$ cat config.mk
export PLATFORM = sky130hd
export DESIGN_NAME = radar_target_emulator
export DESIGN_NICKNAME = d
export VERILOG_FILES = /design/src/rtl/rte_pkg.sv /design/src/rtl/radar_target_emulator.sv
export SDC_FILE = /design/constraint.sdc
export NUM_CORES = 1
export LEC_CHECK = 0
export ABC_AREA = 1
export BUFFER_PORTS_ARGS = -buffer_cell sky130_fd_sc_hd__buf_4
export CAP_MARGIN = 0
export CORE_MARGIN = 2
export CORE_UTILIZATION = 62
export DETAILED_ROUTE_END_ITERATION = 16
export PLACE_DENSITY = 0.86
export SLEW_MARGIN = 0
export SYNTH_ARGS = -nofsm -noshare
export SYNTH_HDL_FRONTEND = slang
export SYNTH_SLANG_ARGS = --single-unit
$ cat constraint.sdc
create_clock -name clock -period 9.5 [get_ports clock]
set_input_delay 0.95 -clock clock [delete_from_list [all_inputs] [get_ports clock]]
set_output_delay 0.95 -clock clock [all_outputs]
set_load 0.02 [all_outputs]
$ cat src/rtl/rte_pkg.sv
// Package for the radar target emulator: phase codes, register indexes,
// fixed-point widths and the launch speed table.
// Used by radar_target_emulator and rte_checker; depends on nothing else.
package rte_pkg;

   // Number of automatic launch speed slots in use, and position fraction bits.
   localparam int unsigned SPEED_SLOTS = 4;
   localparam int unsigned FRAC_BITS   = 4;

   // Field widths of the streams.
   localparam int unsigned SPEED_W  = 8;
   localparam int unsigned MM_W     = 16;
   localparam int unsigned TIME_W   = 32;
   localparam int unsigned PICK_W   = 10;
   localparam int unsigned OBJ_Y_W  = 17;
   localparam int unsigned PHASE_W  = 3;
   localparam int unsigned REQ_DATA_W = 72;
   localparam int unsigned RSP_DATA_W = 48;

   // Configuration port.
   localparam int unsigned CSR_IDX_W  = 3;
   localparam int unsigned CSR_DATA_W = 32;
   localparam logic [CSR_IDX_W-1:0] REG_RADAR_RANGE  = 3'd0;
   localparam logic [CSR_IDX_W-1:0] REG_APPROACH     = 3'd1;
   localparam logic [CSR_IDX_W-1:0] REG_DETECT_ZONE  = 3'd2;
   localparam logic [CSR_IDX_W-1:0] REG_EXIT_HOLD    = 3'd3;
   localparam logic [CSR_IDX_W-1:0] REG_LAUNCH_IVAL  = 3'd4;

   // Operation codes carried in the request tuser.
   localparam logic OP_TICK    = 1'b0;
   localparam logic OP_ARRIVAL = 1'b1;

   // Phase codes.
   localparam logic [PHASE_W-1:0] PH_WAIT  = 3'd0;
   localparam logic [PHASE_W-1:0] PH_ENTER = 3'd1;
   localparam logic [PHASE_W-1:0] PH_VIEW  = 3'd2;
   localparam logic [PHASE_W-1:0] PH_DET   = 3'd3;
   localparam logic [PHASE_W-1:0] PH_LEFT  = 3'd4;

   // Position in millimetres with FRAC_BITS fraction bits.
   localparam int unsigned POS_W = OBJ_Y_W + FRAC_BITS;

   // Step per tick is floor(speed * 250 * 2^FRAC_BITS / 36). It is formed as
   // speed times a rounded-up reciprocal; with STEP_SHIFT of 16 the error stays
   // below 1/36 for every 8-bit speed, so the floor is exact.
   localparam int unsigned      STEP_SHIFT = 16;
   localparam longint unsigned  STEP_MULT  = 64'd250 << FRAC_BITS;
   localparam longint unsigned  STEP_RECIP = ((STEP_MULT << STEP_SHIFT) + 64'd35) / 64'd36;
   localparam int unsigned      RECIP_W    = $clog2(STEP_RECIP + 64'd1);
   localparam int unsigned      PROD_W     = SPEED_W + RECIP_W;
   localparam int unsigned      STEP_W     = PROD_W - STEP_SHIFT;

   // Speed slot counter.
   localparam int unsigned SLOT_W = (SPEED_SLOTS > 1) ? $clog2(SPEED_SLOTS) : 1;

   // Launch speeds for automatic launches, km/h.
   localparam logic [SPEED_W-1:0] LAUNCH_SPEED [4] = '{8'd30, 8'd50, 8'd80, 8'd50};

   // Lateral offset drawn from the random pick: (pick mod 769) - 384.
   localparam logic [PICK_W-1:0] PICK_MOD    = 10'd769;
   localparam logic [MM_W-1:0]   PICK_CENTRE = 16'd384;

   // Result tdata bit positions, lowest first.
   localparam int unsigned RSP_VIS_LSB   = 0;
   localparam int unsigned RSP_X_LSB     = 1;
   localparam int unsigned RSP_Y_LSB     = 17;
   localparam int unsigned RSP_PULSE_LSB = 34;
   localparam int unsigned RSP_SPEED_LSB = 35;
   localparam int unsigned RSP_PHASE_LSB = 43;

endpackage

$ cat src/rtl/radar_target_emulator.sv
// Radar target emulator top level: input register, phase update and result register.
// Depends on rte_pkg.
//
// Emulates one vehicle driving towards a radar through the phases waiting,
// entering, in view, detected and left. Each request transfer (tuser 0 for an
// update tick, 1 for an arrival notice) yields exactly one response transfer
// carrying visibility, position, a detection pulse with speed, and the phase.
// An item passes through the input register and then the result register;
// the phase update between them is combinational logic,
// so a new request is taken every cycle while the response side keeps up.
// Configuration writes are always accepted and take effect at once; they
// should be made only while no request is in flight.
module radar_target_emulator
   import rte_pkg::*;
(
   input  logic                  clock,
   input  logic                  reset,
   // Request: tdata = now_ms[31:0], master_active[32], timers_idle[33],
   // arrival_speed_kmh[41:34], arrival_x_mm[57:42], random_pick[67:58], zeros
   input  logic                  req_tvalid,
   output logic                  req_tready,
   input  logic [REQ_DATA_W-1:0] req_tdata,
   // tuser = operation[0]
   input  logic                  req_tuser,
   // Response: tdata = visible[0], obj_x_mm[16:1], obj_y_mm[33:17],
   // detect_pulse[34], detect_speed_kmh[42:35], phase[45:43], zeros
   output logic                  rsp_tvalid,
   input  logic                  rsp_tready,
   output logic [RSP_DATA_W-1:0] rsp_tdata,
   // Configuration write channel
   input  logic                  csr_valid,
   output logic                  csr_ready,
   input  logic [CSR_IDX_W-1:0]  csr_index,
   input  logic [CSR_DATA_W-1:0] csr_data
);

   // Configuration registers.
   logic [MM_W-1:0]   range_ff, extra_ff, zone_ff;
   logic [TIME_W-1:0] hold_ff, ival_ff;

   // Input register.
   logic                  in_valid_ff;
   logic [REQ_DATA_W-1:0] in_data_ff;
   logic                  in_op_ff;

   // Emulator state.
   logic [PHASE_W-1:0] phase_ff, phase_in;
   logic [POS_W-1:0]   pos_ff, pos_in;
   logic [STEP_W-1:0]  step_ff, step_in;
   logic [SPEED_W-1:0] speed_ff, speed_in;
   logic [MM_W-1:0]    x_ff, x_in;
   logic [TIME_W-1:0]  start_ff, start_in;
   logic               sent_ff, sent_in;
   logic [SLOT_W-1:0]  slot_ff, slot_in;

   // Result register.
   logic                  rsp_valid_ff;
   logic [RSP_DATA_W-1:0] rsp_data_ff, rsp_data_in;

   // Unpacked request fields.
   logic [TIME_W-1:0]  now;
   logic               master;
   logic               idle;
   logic [SPEED_W-1:0] a_speed;
   logic [MM_W-1:0]    a_x;
   logic [PICK_W-1:0]  pick;

   // Working values.
   logic               advance;
   logic [POS_W-1:0]   range_q, zone_q, launch_pos, moved, step_ext;
   logic [PICK_W-1:0]  pick_red;
   logic [MM_W-1:0]    rand_x;
   logic [TIME_W-1:0]  wait_start;
   logic [3:0]         slot_ext;
   logic               do_launch;
   logic [SPEED_W-1:0] launch_speed;
   logic [MM_W-1:0]    launch_x;
   logic [PROD_W-1:0]  step_prod;
   logic               pulse;
   logic               visible;

   assign now     = in_data_ff[31:0];
   assign master  = in_data_ff[32];
   assign idle    = in_data_ff[33];
   assign a_speed = in_data_ff[41:34];
   assign a_x     = in_data_ff[57:42];
   assign pick    = in_data_ff[67:58];

   // Handshakes: the input register moves on whenever the result register frees.
   assign advance    = in_valid_ff && (!rsp_valid_ff || rsp_tready);
   assign req_tready = !in_valid_ff || advance;
   assign rsp_tvalid = rsp_valid_ff;
   assign rsp_tdata  = rsp_data_ff;
   assign csr_ready  = 1'b1;

   // Configuration writes.
   always_ff @(posedge clock) begin
      if (reset) begin
         range_ff <= 16'd10000;
         extra_ff <= 16'd0;
         zone_ff  <= 16'd5000;
         hold_ff  <= 32'd5000;
         ival_ff  <= 32'd8000;
      end else if (csr_valid && csr_ready) begin
         case (csr_index)
            REG_RADAR_RANGE: range_ff <= csr_data[MM_W-1:0];
            REG_APPROACH:    extra_ff <= csr_data[MM_W-1:0];
            REG_DETECT_ZONE: zone_ff  <= csr_data[MM_W-1:0];
            REG_EXIT_HOLD:   hold_ff  <= csr_data;
            REG_LAUNCH_IVAL: ival_ff  <= csr_data;
            default: ;
         endcase
      end
   end

   // Input register.
   always_ff @(posedge clock) begin
      if (reset) begin
         in_valid_ff <= 1'b0;
      end else if (req_tready) begin
         in_valid_ff <= req_tvalid;
      end
   end

   always_ff @(posedge clock) begin
      if (req_tvalid && req_tready) begin
         in_data_ff <= req_tdata;
         in_op_ff   <= req_tuser;
      end
   end

   // Shared values: thresholds in fixed point, launch position, moved position, random offset and wait start.
   always_comb begin
      range_q    = POS_W'(range_ff) << FRAC_BITS;
      zone_q     = POS_W'(zone_ff) << FRAC_BITS;
      launch_pos = POS_W'(OBJ_Y_W'(range_ff) + OBJ_Y_W'(extra_ff)) << FRAC_BITS;
      step_ext   = POS_W'(step_ff);
      moved      = (pos_ff > step_ext) ? pos_ff - step_ext : '0;
      pick_red   = (pick >= PICK_MOD) ? pick - PICK_MOD : pick;
      rand_x     = MM_W'(pick_red) - PICK_CENTRE;
      wait_start = (start_ff == '0) ? now : start_ff;
      slot_ext   = 4'(slot_ff);
   end

   // Phase update for the item in the input register.
   always_comb begin
      phase_in     = phase_ff;
      pos_in       = pos_ff;
      step_in      = step_ff;
      speed_in     = speed_ff;
      x_in         = x_ff;
      start_in     = start_ff;
      sent_in      = sent_ff;
      slot_in      = slot_ff;
      pulse        = 1'b0;
      do_launch    = 1'b0;
      launch_speed = a_speed;
      launch_x     = a_x;

      if (in_op_ff == OP_ARRIVAL) begin
         if (phase_ff == PH_WAIT || phase_ff == PH_LEFT || phase_ff == PH_ENTER) begin
            do_launch = 1'b1;
         end
      end else begin
         case (phase_ff)
            PH_WAIT: begin
               if (master) begin
                  start_in = wait_start;
                  if (now - wait_start >= ival_ff) begin
                     do_launch    = 1'b1;
                     launch_speed = LAUNCH_SPEED[slot_ext[1:0]];
                     launch_x     = '0;
                     slot_in      = (32'(slot_ff) == SPEED_SLOTS - 1) ? '0 : slot_ff + 1'b1;
                  end
               end
            end
            PH_ENTER: begin
               if (moved <= range_q) begin
                  pos_in   = range_q;
                  phase_in = PH_VIEW;
               end else begin
                  pos_in = moved;
               end
            end
            PH_VIEW, PH_DET: begin
               pos_in = moved;
               if (!sent_ff && moved <= zone_q) begin
                  phase_in = PH_DET;
                  sent_in  = 1'b1;
                  pulse    = 1'b1;
               end
               if (moved == '0) begin
                  phase_in = PH_LEFT;
                  start_in = now;
               end
            end
            PH_LEFT: begin
               if (idle && (now - start_ff >= hold_ff)) begin
                  phase_in = PH_WAIT;
                  start_in = now;
               end
            end
            default: ;
         endcase
      end

      // Launch: step from the speed by reciprocal multiplication.
      step_prod = PROD_W'(launch_speed) * PROD_W'(STEP_RECIP);
      if (do_launch) begin
         x_in     = (launch_x == '0) ? rand_x : launch_x;
         pos_in   = launch_pos;
         speed_in = launch_speed;
         step_in  = STEP_W'(step_prod >> STEP_SHIFT);
         phase_in = PH_ENTER;
         sent_in  = 1'b0;
         start_in = now;
      end
   end

   // Result fields from the updated state.
   always_comb begin
      visible = (phase_in == PH_VIEW || phase_in == PH_DET) &&
                pos_in != '0 && pos_in <= range_q;
      rsp_data_in = '0;
      rsp_data_in[RSP_VIS_LSB]                 = visible;
      rsp_data_in[RSP_X_LSB +: MM_W]           = visible ? x_in : '0;
      rsp_data_in[RSP_Y_LSB +: OBJ_Y_W]        =
         visible ? OBJ_Y_W'(pos_in >> FRAC_BITS) : '0;
      rsp_data_in[RSP_PULSE_LSB]               = pulse;
      rsp_data_in[RSP_SPEED_LSB +: SPEED_W]    = pulse ? speed_in : '0;
      rsp_data_in[RSP_PHASE_LSB +: PHASE_W]    = phase_in;
   end

   // State and result registers.
   always_ff @(posedge clock) begin
      if (reset) begin
         phase_ff     <= PH_WAIT;
         pos_ff       <= '0;
         step_ff      <= '0;
         speed_ff     <= '0;
         x_ff         <= '0;
         start_ff     <= '0;
         sent_ff      <= 1'b0;
         slot_ff      <= '0;
         rsp_valid_ff <= 1'b0;
      end else begin
         if (advance) begin
            phase_ff <= phase_in;
            pos_ff   <= pos_in;
            step_ff  <= step_in;
            speed_ff <= speed_in;
            x_ff     <= x_in;
            start_ff <= start_in;
            sent_ff  <= sent_in;
            slot_ff  <= slot_in;
         end
         if (advance) begin
            rsp_valid_ff <= 1'b1;
         end else if (rsp_tready) begin
            rsp_valid_ff <= 1'b0;
         end
      end
   end

   always_ff @(posedge clock) begin
      if (advance) begin
         rsp_data_ff <= rsp_data_in;
      end
   end

endmodule

# [Word-level counts from Yosys, hierarchy flattened]
# Index checks and enable logic that the tools add are counted.
# Widths: inputs -> output; s select.
[classes] n_addsub=7 mul=1 magnitude_cmp=8 n_eq_ne=15 muxes=49 bitwise=2 n_reduce_logical=34
[op_table] op="$mux 32" count=6
[op_table] op="$mux 16" count=6
[op_table] op="$pmux 32 s3" count=1
[op_table] op="$mux 21" count=4
[op_table] op="$ge 32x32->1" count=2
[op_table] op="$sub 32x32->32" count=2
[op_table] op="$le 21x20->1" count=3
[op_table] op="$mux 8" count=7
[op_table] op="$pmux 21 s2" count=1
[op_table] op="$logic_not 32->1" count=1
[op_table] op="$mul 8x22->30 const B" count=1
[op_table] op="$gt 21x15->1" count=1
[op_table] op="$logic_not 21->1" count=1
[op_table] op="$reduce_bool 21->1" count=1
[op_table] op="$sub 21x15->21" count=1
[op_table] op="$eq 3x2->1 const B" count=6
[op_table] op="$mux 3" count=6
[op_table] op="$add 16x16->17" count=1
[op_table] op="$bmux 8 s2" count=1
[op_table] op="$logic_not 16->1" count=1
[op_table] op="$mux 1" count=14
[op_table] op="$reduce_and 2->1" count=6
[op_table] op="$sub 10x9->11 const B" count=1
[op_table] op="$ge 10x10->1 const B" count=1
[op_table] op="24 further kinds" count=41
[totals] register_bits=327 out_inout_bits=51 word_cells=136

# [Depth between registers and ports, before layout]
# Gate-level depths: netlist of run 1.
[logic_depth] word_depth=13 mapped_depth=59 depth_no_buf=57

# [Worst setup path before layout of run 1]
# No wires, ideal clock.
[synth_path] path_kind="register to register" startpoint="reg start_ff[30]" endpoint="reg step_ff[13]" setup_time_ps=117 arrival_ps=8189 required_time_ps=9383 setup_slack_ps=1194 path_stages_with_launch=45 period_less_slack_ps=8306 path_cell_list="dfxtp_1 > inv_1 > nand4_1 > nor3_1 > nand3_1 > nor2_2 > buf_4 > clkbuf_1 > a21oi_1 > ha_1 > a21oi_1 > o21ai_0 > a21oi_1 > nor3_1 > a211oi_1 > nand2_1 > xnor2_1 > ha_1 > [9 not listed] > o21ai_0 > inv_1 > fa_1 > inv_1 > fa_1 > fa_1 > inv_1 > fa_1 > inv_1 > ha_1 > nand2_1 > nand2_1 > a31oi_1 > nor2_1 > a2111oi_0 > a21oi_1 > nor2_1 > nor2_1"
[synth_via] elab_chain_cells=9
[synth_rtl] element="start: declaration" line_no="radar_target_emulator.sv:52" source="logic [TIME_W-1:0] start_ff, start_in;"
[synth_rtl] element="start signal: assignment" line_no="radar_target_emulator.sv:253" source="start_ff <= start_in;"
[synth_rtl] element="$logic_not 32->1" line_no="radar_target_emulator.sv:141" source="wait_start = (start_ff == '0) ? now : start_ff;"
[synth_rtl] element="$mux 32 *" line_no="radar_target_emulator.sv:141"
[synth_rtl] element="$sub 32x32->32 *" line_no="radar_target_emulator.sv:169" source="if (now - wait_start >= ival_ff) begin"
[synth_rtl] element="$ge 32x32->1 *" line_no="radar_target_emulator.sv:169"
[synth_rtl] element="$mux 8 or $mux 1 (tied branches)" line_no="radar_target_emulator.sv:169"
[synth_rtl] element="$mux 8 or $mux 1 (tied branches)" line_no="radar_target_emulator.sv:167" source="if (master) begin"
[synth_rtl] element="$mux 8 or $mux 1 (tied branches)" line_no="radar_target_emulator.sv:165" source="case (phase_ff)"
[synth_rtl] element="$mux 8 or $mux 1 (tied branches)" line_no="radar_target_emulator.sv:160" source="if (in_op_ff == OP_ARRIVAL) begin"
[synth_rtl] element="$mul 8x22->30 or $reduce_and 2->1 (tied branches)"
[synth_rtl] element="end signal: assignment" line_no="radar_target_emulator.sv:250" source="step_ff <= step_in;"
[synth_rtl] element="end: declaration" line_no="radar_target_emulator.sv:49" source="logic [STEP_W-1:0] step_ff, step_in;"
# Mark *: on every way between the ends. The rest lies on a longest branch, timed or not.
# A chain may end at the register's enable or synchronous reset.

# [Final worst setup path of run 1]
[layout_path] startpoint="reg start_ff[11]" endpoint="reg step_ff[12]"
# The elaborated chain is that of the path after synthesis.

==> metrics.csv, run 1 <==
stage,metric,value,unit
detailed_routing,Avg Vias per Cell,5.83,
global_route,first-pass GRT wire length,110000,um
placement,input/output buffers,156,
die,initial core utilization,62.6,%
power,sw power,3820,uW
timing,crit share post-route,95.0,%
detailed_routing,DRT antenna net count,0,
global_route,Total GRT Usage,34.0,%
timing,Tmin final,9.03,ns
die,Die Area,40400,sq um
placement,RePlAce Congestion,0.965,
synth,Syn. warnings,0,
timing,Max-slew headroom,22.6,%
min_path,HP Class,flip-flop to flip-flop,
synth,"count leader, synth",nand2_1,
worst_setup_path,worst path buffer plus inverter count,10,
placement,dpl ws,0.114,ns
final_layout,post-route cell area,27100,sq um
worst_setup_path,Setup Crit Path Kind,flip-flop to flip-flop,
cts,CTS tree,yes,
detailed_routing,wire per inst,17.9,um
final_layout,number of diodes,0,
cts,Num CTS Buffers,39,
worst_setup_path,Worst EP arrival,9.50,ns
cts,CTS Root Cell,clkbuf_16,
worst_setup_path,nature of the critical path endpoint,flip-flop,
synth,Yosys reg bits,327,
power,Seq pwr share,20.6,%
worst_setup_path,Critical Path Most Common Cell,inv_1,
final_layout,synthesis-to-layout area growth,12.5,%
power,Int Pwr,4040,uW
final_layout,NumNets Final,3796,
timing,final setup vio count,0,
timing,f_max,111,MHz
timing,skew final,0.0176,ns
global_route,GRT overflow,0,
timing,fin. max-slew vios,0,
cts,Worst-path clk slew,0.06,ns
timing,Worst-Margin Slew,1.16,ns
timing,slack of the critical path,0.473,ns
synth,ys async rst share,0,%
placement,"Cell Area, Placed",25700,sq um
power,power density over cell area,290,nW/um^2
worst_setup_path,Crit Path Max Fanout,12,
synth,"Seq/Total Area, Yosys",32.0,%
run,Max-Cap Viols,0,
cts,clk_lat worst skew,0.58,ns
final_layout,layout cells sized above 1,10.5,%
synth,Syn Inst Count,3246,
global_route,largest net degree at the start of global routing,125,
worst_setup_path,CP required,9.97,ns
timing,Sum Neg Setup Slack,0,ns
timing,Final Hold Fails,0,
die,Core ar.,38500,sq um
power,Max VDD drop,0.000218,V
die,chip height,201,um
die,std cell rows,72,
detailed_routing,DRC,0,
run_status,status,"complete, no violations",
worst_setup_path,delay of the slowest critical-path stage,0.57,ns
timing,WHS,0.465,ns
synth,post-synth top area share,17.6,%
die,DIE WIDTH,201,um
detailed_routing,via count,22900,
power,Static Leak,0.0126,uW
power,combinational cell fraction of total power,60.5,%
global_route,vias in the first global route,21700,
synth,top_reg_cell synth,dfxtp_1,
worst_setup_path,slowest CP cell,fa_1,
worst_setup_path,"delay-heaviest family, CP",adder cells,
synth,Mapped Avg Cell Area,7.42,sq um
cts,H-tree depth,2,
synth,commonest cells in the netlist,"569 x nand2_1, 491 x inv_1, 384 x a21oi_1, 316 x o21ai_0, 268 x ha_1",
detailed_routing,DR pass1 iterations,7,
placement,DP Wirelength,54300,um
detailed_routing,total wire length,70300,um
worst_setup_path,Reg2Reg Setup Slack,0.47,ns
global_route,initial antenna violation count,0,
cts,CTS max path bufs,3,
synth,largest area contributor in the netlist,dfxtp_1,
cts,Sink Count,327,
power,clock network fraction of design power,18.9,%
power,Net Sw Frac,48.6,%
detailed_routing,Starting DRT DRC Count,2078,
synth,Synth area leaders,"dfxtp_1 18%, edfxtp_1 14%, ha_1 14%",
synth,Synth cell types,62,
synth,post-synthesis cell area,24100,sq um
die,I/O pin count,164,
synth,Post-synth EDFFs,115,
worst_setup_path,CP Launch Type,flip-flop,
[repair_timing]
item                       CTS  global route
buffers inserted             0             5
hold buffers                 0             0
setup endpoints to repair    0            15
resized for setup            0            27
[flip-flops by register name (all words and copies together), names as in the netlist, 3 cells and up]
register    cells
extra_ff       16
hold_ff        32
in_data_ff     68
ival_ff        32
phase_ff        3
pos_ff         21
range_ff       16
rsp_tdata      46
speed_ff        8
start_ff       32
step_ff        15
x_ff           16
zone_ff        16
[power groups by stage]
| stage | Combinational, uW | Clock (uW) | Sequential, uW |
|---|---|---|---|
| final | 4750 | 1490 | 1620 |
| after global routing | 5320 | 1560 | 1620 |
| after CTS | 4590 | 1510 | 1610 |
| after detailed placement | 4550 | 0 | 1640 |
| after global placement | 4470 | 0 | 1640 |
| after floorplan | 3350 | 0 | 1630 |
[kinds of logic after synthesis]
kind of cell | after synthesis | share of synthesized area (%)
other cells | 2 | 0.0312
simple gates | 1083 | 19.2
buf+inv | 599 | 9.66
fa+ha+maj | 304 | 16.9
flops | 327 | 32.0
compound gates | 837 | 18.8
xor+xnor | 94 | 3.42
[path summary, 6_finish.rpt]
| path | startpoint | end | cells after the start |
|---|---|---|---|
| setup / recovery | start_ff[11]$_SDFFE_PP0P_ | step_ff[12]$_SDFFE_PP0P_ | 43 |
| hold / removal | hold_ff[27]$_SDFFE_PP0P_ | hold_ff[27]$_SDFFE_PP0P_ | 2 |
| setup reg to reg | start_ff[11]$_SDFFE_PP0P_ | step_ff[12]$_SDFFE_PP0P_ | 43 |
| hold reg to reg | hold_ff[27]$_SDFFE_PP0P_ | hold_ff[27]$_SDFFE_PP0P_ | 2 |
[worst register-to-register path: cells and delay by family (launching register included)]
family | cells | cell delay, ns
AOI/OAI and AO/OA | 8 | 1.57
xor gates and xnor gates | 1 | 0.18
adders and majority gates | 7 | 3.14
buffers and inverters | 10 | 1.04
DFF | 1 | 0.32
and+or+nand+nor | 17 | 2.69
[placed cells by master, fill, tap and decap left out, types with 6 or more instances in the layout]
cell	n
nand2_1	569
inv_1	487
a21oi_1	381
o21ai_0	313
ha_1	265
nor2_1	251
dfxtp_1	212
buf_4	185
edfxtp_1	115
nand3_1	93
xor2_1	61
nor3_1	41
nand4_1	40
clkbuf_16	40
nor2_2	36
fa_1	35
xnor2_1	30
o211ai_1	26
o21ai_1	15
a211oi_1	12
o21bai_1	12
or2_2	12
a31oi_1	12
nor4_1	11
a21oi_2	10
clkbuf_1	10
a21o_1	9
inv_2	9
o21a_1	8
nand2_2	6
o221ai_1	6
a21boi_0	6
o22ai_1	6
clkinv_2	6
[layer usage]
metal | vias to the layer above | wire length, um | track usage [%]
met2 | 962 | 32300 | 55.2
met3 | 203 | 4970 | 4.71
li1 | 11100 | - | -
met5 | - | 0 | 0
met1 | 10600 | 29500 | 44.2
met4 | 0 | 3510 | 17.7
[per-stage QoR]
step	util, %	std cells	power, uW
2_1_floorplan	-	3248	4990
3_3_place_gp	66.8	3851	6100
3_5_place_dp	66.8	3851	6190
4_1_cts	70.0	3922	7710
5_1_grt	70.4	3927	8500
6_report	70.4	3927	7860
[final cells by class]
type	instances	area, sq um
inverter	502	1900
multi-input combinational	2322	14200
timing repair buffer	187	1420
fill	3140	11400
sequential	327	7700
clock buffer	52	1070
tap	518	648
clock inverter	19	194
(Power assumes the default switching activity.)
==> run 2, diff against run 1 <==
--- a/config.mk
+++ b/config.mk
@@ -12,2 +12,3 @@
 export CORE_UTILIZATION = 62
+export CTS_CLUSTER_DIAMETER = 50
 export DETAILED_ROUTE_END_ITERATION = 16
--- a/constraint.sdc
+++ b/constraint.sdc
@@ -3,2 +3,2 @@
 set_output_delay 0.95 -clock clock [all_outputs]
-set_load 0.02 [all_outputs]
+set_load 0.005 [all_outputs]
==> run 2 against run 1 <==
Net effect: non-clock buffer count fell by 4; register-to-register slack improved by 0.02 ns; critical endpoint is now step_ff[11]$_SDFFE_PP0P_; sequential share of layout area fell by 0.16 points; clock skew fell by 0.0024 ns; combinational power barely moved; critical path type unchanged; wire length fell by 0.27%; global-route usage fell by 0.18 points; design area rose by 0.57%.
==> metrics.csv, run 2 (synthesized netlist as in run 1, its figures left out) <==
stage,metric,value,unit
run_status,status,"complete, no violations",
global_route,initial antenna violation count,0,
placement,"Cell Area, Placed",25700,sq um
timing,unrepaired setup endpoints after global routing,no,
die,chip height,201,um
cts,CTS Root Cell,clkbuf_16,
timing,Sum Neg Setup Slack,0,ns
timing,crit share post-route,94.8,%
die,Die Area,40400,sq um
timing,WHS,0.464,ns
cts,clk_lat worst skew,0.57,ns
timing,fin. max-slew vios,0,
timing,final setup vio count,0,
global_route,vias in the first global route,21700,
die,std cell rows,72,
timing,Worst-Margin Slew,1.13,ns
detailed_routing,Starting DRT DRC Count,1984,
power,Max VDD drop,0.000216,V
min_path,Worst Hold Depth,2,
worst_setup_path,CP Launch Type,flip-flop,
worst_setup_path,delay of the slowest critical-path stage,0.53,ns
placement,DP Wirelength,54300,um
global_route,largest net degree at the start of global routing,125,
timing,skew final,0.0152,ns
final_layout,number of diodes,0,
min_path,min-delay src,zone_ff[11]$_SDFFE_PP0P_,
timing,f_max,111,MHz
worst_setup_path,Setup Crit Path Kind,flip-flop to flip-flop,
timing,Tmin final,9.01,ns
detailed_routing,total wire length,70100,um
final_layout,Top reg by flops,in_data_ff,
timing,Max-slew headroom,24.9,%
detailed_routing,DR pass1 iterations,6,
min_path,HP Class,flip-flop to flip-flop,
global_route,first-pass GRT wire length,110000,um
die,DIE WIDTH,201,um
worst_setup_path,Crit Path Max Fanout,12,
final_layout,synthesis-to-layout area growth,13.1,%
detailed_routing,DRT antenna net count,0,
final_layout,layout cells sized above 1,10.5,%
placement,input/output buffers,156,
cts,H-tree depth,2,
global_route,GRT overflow,0,
final_layout,"commonest non-fill, non-tap cell in the layout",nand2_1,
detailed_routing,Avg Vias per Cell,5.82,
die,initial core utilization,62.6,%
final_layout,max reg flops,68,
detailed_routing,wire per inst,17.8,um
final_layout,fin util,70.8,%
worst_setup_path,crit path from,start_ff[4]$_SDFFE_PP0P_,
cts,CTS tree,yes,
worst_setup_path,worst reg-to-reg path cell count,44,
cts,CTS Hold Bufs,0,
global_route,Total GRT Usage,33.8,%
final_layout,NumNets Final,3797,
detailed_routing,via count,22900,
power,power density over cell area,295,nW/um^2
run,Max-Cap Viols,0,
worst_setup_path,RR Startpoint,start_ff[4]$_SDFFE_PP0P_,
final_layout,most frequent cells in the layout,"569 x nand2_1, 487 x inv_1, 382 x a21oi_1",
cts,CTS max path bufs,3,
power,Static Leak,0.0127,uW
worst_setup_path,Reg2Reg Setup Slack,0.49,ns
die,I/O pin count,164,
placement,RePlAce Congestion,0.965,
final_layout,post-route cell area,27200,sq um
timing,Final Hold Fails,0,
cts,Num CTS Buffers,44,
worst_setup_path,nature of the critical path endpoint,flip-flop,
worst_setup_path,Worst EP arrival,9.48,ns
worst_setup_path,slowest CP cell,fa_1,
cts,Sink Count,327,
die,Core ar.,38500,sq um
detailed_routing,DRC,0,
cts,Worst-path clk slew,0.06,ns
worst_setup_path,CP required,9.98,ns
==> run 2: changes by cell type in the layout (fill, tap and decap cells not counted), sizes merged <==
cell	before	now
clkinv	12	8
clkbuf	52	58
clkinvlp	3	2
inv	504	510
bufinv	2	3
buf	187	183
==> run 2: worst paths after layout <==
check	to
hold / removal	zone_ff[11]$_SDFFE_PP0P_
hold reg to reg	zone_ff[11]$_SDFFE_PP0P_
setup / recovery	step_ff[11]$_SDFFE_PP0P_
setup reg to reg	step_ff[11]$_SDFFE_PP0P_
==> run 2: layout make-up <==
type | instances | area [sq um]
Clock buffer | 58 | 1230
Timing Repair Buffer | 183 | 1390
Fill cell | 3094 | 11200
Clock inverter | 21 | 243
Sequential cell | 327 | 7700
Multi-Input combinational cell | 2322 | 14100
Tap cell | 518 | 648
Inverter | 502 | 1890
==> run 2: timing repair <==
action | 4_1_cts | 5_1_grt
endpoints found under the setup margin | 0 | 15
buffers inserted | 0 | 1
resized for setup | 0 | 22
==> run 2: routing by layer <==
| layer | vias up | track usage [%] | part of all wire [%] |
|---|---|---|---|
| met2 | 991 | 55.1 | 46 |
| met5 | - | 0 | 0 |
| li1 | 11100 | - | - |
| met3 | 231 | 5.91 | 7.1 |
| met1 | 10600 | 43.4 | 42 |
| met4 | 0 | 16.8 | 5.1 |
==> run 2: metrics by stage <==
stage / setup WS (ns) / total power, uW / instances
finish: 0.493 / 8030 / 3931
global route: 0.0390 / 8670 / 3931
detailed placement: 0.114 / 6180 / 3851
CTS: 0.109 / 7890 / 3930
global placement: 0.307 / 6090 / 3851
floorplan: 1.19 / 4970 / 3248
==> run 2: worst max-delay path: cells and delay by family (launching register included) <==
family | cells | cell delay, ns
AOI/OAI and AO/OA | 13 | 2.31
DFF | 1 | 0.35
and+or+nand+nor | 15 | 2.58
xor gates and xnor gates | 1 | 0.23
buffers and inverters | 8 | 0.82
adders and majority gates | 7 | 2.61
==> run 2: where the power goes <==
| part | switching [uW] | total (uW) | leakage (uW) | internal, uW |
|---|---|---|---|---|
| combinational | 3110 | 4740 | 0.00907 | 1630 |
| clock | 669 | 1680 | 0.000715 | 1010 |
| sequential | 64.9 | 1620 | 0.00286 | 1550 |
| total | 3850 | 8030 | 0.0127 | 4190 |
